$ cat config.mk
export PLATFORM = sky130hd
export DESIGN_NAME = sewb_div
export DESIGN_NICKNAME = d
export VERILOG_FILES = /design/src/sv/sewb_pkg.sv /design/src/sv/sewb_div.sv
export SDC_FILE = /design/constraint.sdc
export NUM_CORES = 2
export LEC_CHECK = 0
export ABC_AREA = 0
export ABC_CLOCK_PERIOD_IN_PS = 7600
export BUFFER_PORTS_ARGS = -buffer_cell sky130_fd_sc_hd__buf_2
export CAP_MARGIN = 20
export CORE_ASPECT_RATIO = 0.8
export CORE_MARGIN = 2
export CORE_UTILIZATION = 35
export DETAILED_ROUTE_END_ITERATION = 8
export GPL_TIMING_DRIVEN = 0
export MAX_ROUTING_LAYER = met4
export SLEW_MARGIN = 25
export SYNTH_ARGS = -nofsm -noshare
export SYNTH_HDL_FRONTEND = slang
export SYNTH_SLANG_ARGS = --single-unit
$ cat constraint.sdc
create_clock -name clk_i -period 7.6 [get_ports clk_i]
set_input_delay 1.52 -clock clk_i [delete_from_list [all_inputs] [get_ports clk_i]]
set_output_delay 1.52 -clock clk_i [all_outputs]
set_load 0.01 [all_outputs]
$ cat src/sv/sewb_pkg.sv
// Shared constants and types for the seamless edge weld blend.
package sewb_pkg;
  localparam int unsigned MAX_HALF = 4096;
  localparam int unsigned NUM_W    = 45;   // signed numerator/denominator width
  localparam int unsigned DIV_LAT  = 10;   // divider register stages
  localparam int unsigned FRONT    = 5;    // weight and product stages
  localparam int unsigned LAT      = FRONT + DIV_LAT + 1;

  localparam logic [2:0] REG_HALF_WIDTH  = 3'd0;
  localparam logic [2:0] REG_HALF_HEIGHT = 3'd1;
  localparam logic [2:0] REG_WIDTH_ODD   = 3'd2;
  localparam logic [2:0] REG_CH_COUNT    = 3'd3;
  localparam logic [2:0] REG_ALPHA_MODE  = 3'd4;

  typedef logic signed [NUM_W-1:0] num_t;
  typedef logic [7:0] pix_t;
endpackage

$ cat src/sv/sewb_div.sv
// Pipelined truncating divider with saturation to 0..255.
module sewb_div import sewb_pkg::*; (
  input  logic clk_i,
  input  logic en_i,
  input  num_t num_i,
  input  num_t den_i,
  output pix_t quo_o
);
  localparam int unsigned RW = NUM_W + 8;

  logic [RW-1:0]    rem_q [0:9];
  logic [NUM_W-1:0] den_q [0:9];
  logic [7:0]       quo_q [0:9];
  logic             neg_q [0:9];
  logic             sat_q [0:9];

  num_t numn, denn;
  logic [RW-1:0] dsh8;
  logic [RW-1:0] dsh [0:7];
  logic          ge  [0:7];

  always_comb begin
    numn = (den_i < 0) ? -num_i : num_i;
    denn = (den_i < 0) ? -den_i : den_i;
    dsh8 = {den_q[0], 8'd0};
    // one quotient bit per stage, msb first
    for (int j = 0; j < 8; j++) begin
      dsh[j] = {8'd0, den_q[j+1]} << (7 - j);
      ge[j]  = rem_q[j+1] >= dsh[j];
    end
  end

  // stage 0: sign normalize, stage 1: overflow check, then the bit stages
  always_ff @(posedge clk_i) begin
    if (en_i) begin
      neg_q[0] <= numn < 0;
      rem_q[0] <= (numn < 0) ? '0 : {8'd0, numn};
      den_q[0] <= denn;
      quo_q[0] <= '0;
      sat_q[0] <= 1'b0;
      neg_q[1] <= neg_q[0];
      rem_q[1] <= rem_q[0];
      den_q[1] <= den_q[0];
      quo_q[1] <= '0;
      sat_q[1] <= rem_q[0] >= dsh8;
      for (int j = 0; j < 8; j++) begin
        neg_q[j+2] <= neg_q[j+1];
        sat_q[j+2] <= sat_q[j+1];
        den_q[j+2] <= den_q[j+1];
        rem_q[j+2] <= ge[j] ? rem_q[j+1] - dsh[j] : rem_q[j+1];
        quo_q[j+2] <= quo_q[j+1] | (ge[j] ? 8'(8'd1 << (7 - j)) : 8'd0);
      end
    end
  end

  assign quo_o = neg_q[9] ? 8'd0 : (sat_q[9] ? 8'd255 : quo_q[9]);
endmodule

==> key figures <==
Floorplan
  • Die Y: 354 um
  • Die span in x: 441 um
  • Die area: 0.156 mm^2
  • Num rows: 128
  • Top Ports: 100
  • Initial Util: 35.2%
  • Core ar.: 0.152 mm^2

Worst hold path
  • Hold path cells: 0
  • Class of the worst hold path: register to register

Routing
  • DR WL/cell: 18.1 um
  • Initial DRC count: 2713
  • DRT Pass-1 Iters: 6
  • Antenna-violating nets left: 0
  • Final WL: 133000 um
  • Vias: 37100
  • Vias/cell: 5.05
  • DRC errors left: 0

Worst setup path
  • Crit path buf inv count: 4
  • Slowest Stage Delay on Critical Path: 0.71 ns
  • Crit path max-delay cell type: clkbuf_1
  • CP Data Required Time: 8.01 ns
  • FF-to-FF setup slack: 2.01 ns
  • Critical path capture point type: register
  • Reg2reg path depth: 14
  • Number of cells on the critical path: 14
  • WS Path Type: register to register
  • CP delay by family, top: compound AO/OA/AOI/OAI gates
  • CP Cell Sequence: ha_1, inv_1, fa_1, a211oi_1, o21bai_1, a21oi_1, o31ai_1, a41oi_1, a311oi_1, a311o_1, clkbuf_1, clkbuf_1, buf_1, a21oi_1
  • Worst EP arrival: 6.01 ns
  • CP Launch Type: register
  • CP max FO: 10

Global route
  • Largest net degree at the start of global routing: 142
  • Initial antenna violation count: 1
  • GRT Util Overall: 17.5%
  • Vias in the first global route: 36800
  • First-pass GRT wire length: 209000 um
  • Overflow after GRT: 0

STA
  • Setup WS post-layout: 2.01 ns
  • Final setup violating endpoints: 0
  • RSZ-0062 raised after global routing: false
  • Slew headroom: 26.5%
  • Clock Skew: 0.0339 ns
  • Final critical-path share of the clock period: 73.6%
  • Final Hold Fails: 0
  • Period minus WS final: 5.59 ns
  • Fmax: 0.179 GHz
  • Slew Viols, Final: 0
  • Worst hold margin: 0.406 ns
  • Least-Margin Pin Slew: 1.09 ns

Logic synthesis
  • Synth Net Count: 5548
  • Mapped Cells: 5059
  • Most used DFF post-synth: edfxtp_1
  • Post-synth EDFFs: 919
  • Register area share after synthesis: 51.6%
  • Syn_area_per_cell: 10.6 um^2
  • Cell Area, Synth: 0.0535 mm^2
  • Register bit count reported by yosys: 919
  • Post-synth ARST share: 0%
  • Area contributors post-synth: edfxtp_1 52%, ha_1 9.1%, a21oi_1 4.7%
  • Biggest area consumer among synthesized cells: edfxtp_1
  • Unique masters post-synth: 83
  • Synth warn: 0
  • Top cell type's share of synthesized area: 51.6%

Clock tree
  • Root buf cell: clkbuf_16
  • CTS tree: yes
  • Post-CTS resize count: 0
  • CTS buffer count: 94
  • CTS max path bufs: 3
  • CTS Sinks: 919
  • Post-CTS setup buffer count: 0
  • Post-cts hold buffer count: 0
  • CTS HTree Levels: 3
  • Skew-Pair Late Insertion Delay: 0.72 ns
  • Clock slew at reported path FFs: 0.06 ns

Final layout
  • Area delta synth->final: 11.7%
  • Layout cells sized above 1: 6.20%
  • Fin cells: 7354
  • Cell area after layout: 0.0598 mm^2
  • Final net count: 5749

Power
  • LEAKAGE: 23.4 nW
  • VDD IR max: 0.204 mV
  • Power density cells: 308 mW/mm^2
  • Total power: 18.4 mW

Place
  • Placed Cells incl. Taps: 7179
  • Dpl hpwl: 105000 um
  • Placement Cell Area: 0.0567 mm^2
  • Port Buf Inserts: 98
  • RePlAce Congestion: 0.962
  • Setup WS pre-CTS: 1.91 ns

Status
  • Status: complete, no violations

Job
  • Max Cap Violations: 0
[report_power, final]
group	total, mW	switching [mW]	leakage (nW)	internal, mW
registers	7.44	0.592	8.95	6.84
logic	6.48	3.85	13.1	2.63
clock network	4.48	2.00	1.43	2.48
[worst paths after layout]
path                                   from      endpoint
worst max-delay path            den_q[7][0]  rem_q[8][12]
worst min-delay path            quo_q[4][7]   quo_q[5][7]
worst max register to register  den_q[7][0]  rem_q[8][12]
worst min register to register  quo_q[4][7]   quo_q[5][7]
[cell usage in the layout (no fill, tap or decap), drive strengths merged, types with 48 or more instances in the layout]
cell type,count
edfxtp,919
a21oi,498
inv,475
nand2,410
ha,390
nor2,368
o21ai,360
clkbuf,265
xnor2,211
xor2,173
a21o,161
buf,122
nand4,94
nor3,58
nand3,56
nor2b,52
o31ai,51
o21bai,50
nand2b,49
and3,48
[worst register-to-register path, delay by kind of cell, from the launching register on]
family / cells / cell delay (ns)
AOI/OAI and AO/OA: 8 / 2.46
buffers and inverters: 4 / 1.94
adders and majority gates: 2 / 0.48
DFF: 1 / 0.42
[routing by layer]
layer	vias to the layer above	wire length [um]	track usage (%)
met4	0	6080	7.31
met3	251	4430	1.89
met2	867	57000	25.8
li1	18900	-	-
met1	17100	66000	24.3
met5	-	0	-
[sequential cells by signal, summed over array words and instances, names as in the netlist]
register	cells
rem_q	459
den_q	405
quo_q	36
neg_q	10
sat_q	9
[through the flow]
stage | TNS, ns | util, %
floorplan | 0 | -
global placement | -8183.15 | 37.2
detailed placement | 0 | 37.3
CTS | 0 | 39.3
global route | 0 | 39.3
finish | 0 | 39.3
[Yosys cell counts (all sizes together) (52+ instances only)]
cell type,instances
a21o,161
nor3,58
nor2b,52
nand4,94
xnor2,211
a21oi,498
nand3,56
ha,390
edfxtp,919
inv,473
xor2,173
nor2,368
o21ai,360
nand2,410
clkbuf,149
[cell type report]
cell class                      count  area [um^2]
Clock buffer                      116         2430
Sequential cell                   919        27600
Multi-Input combinational cell   3500        23500
Inverter                          474         1780
Buffer                            166          661
Timing Repair Buffer              105          698
Tap cell                         2015         2520
Fill cell                       14800        92200
Antenna cell                        2         5.00
Clock inverter                     57          573
[cell families (layout without fill, tap and decap cells)]
kind of cell / after synthesis / in the layout / synth area share [%]
AOI/OAI and AO/OA: 1395 / 1395 / 15.9
xor gates and xnor gates: 384 / 384 / 6.30
other: 0 / 2 / 0
buffers and inverters: 640 / 918 / 4.56
and+or+nand+nor: 1284 / 1284 / 11.5
adders and majority gates: 397 / 397 / 9.38
DFF: 919 / 919 / 51.6
muxes: 40 / 40 / 0.835
(Power assumes the default switching activity.)
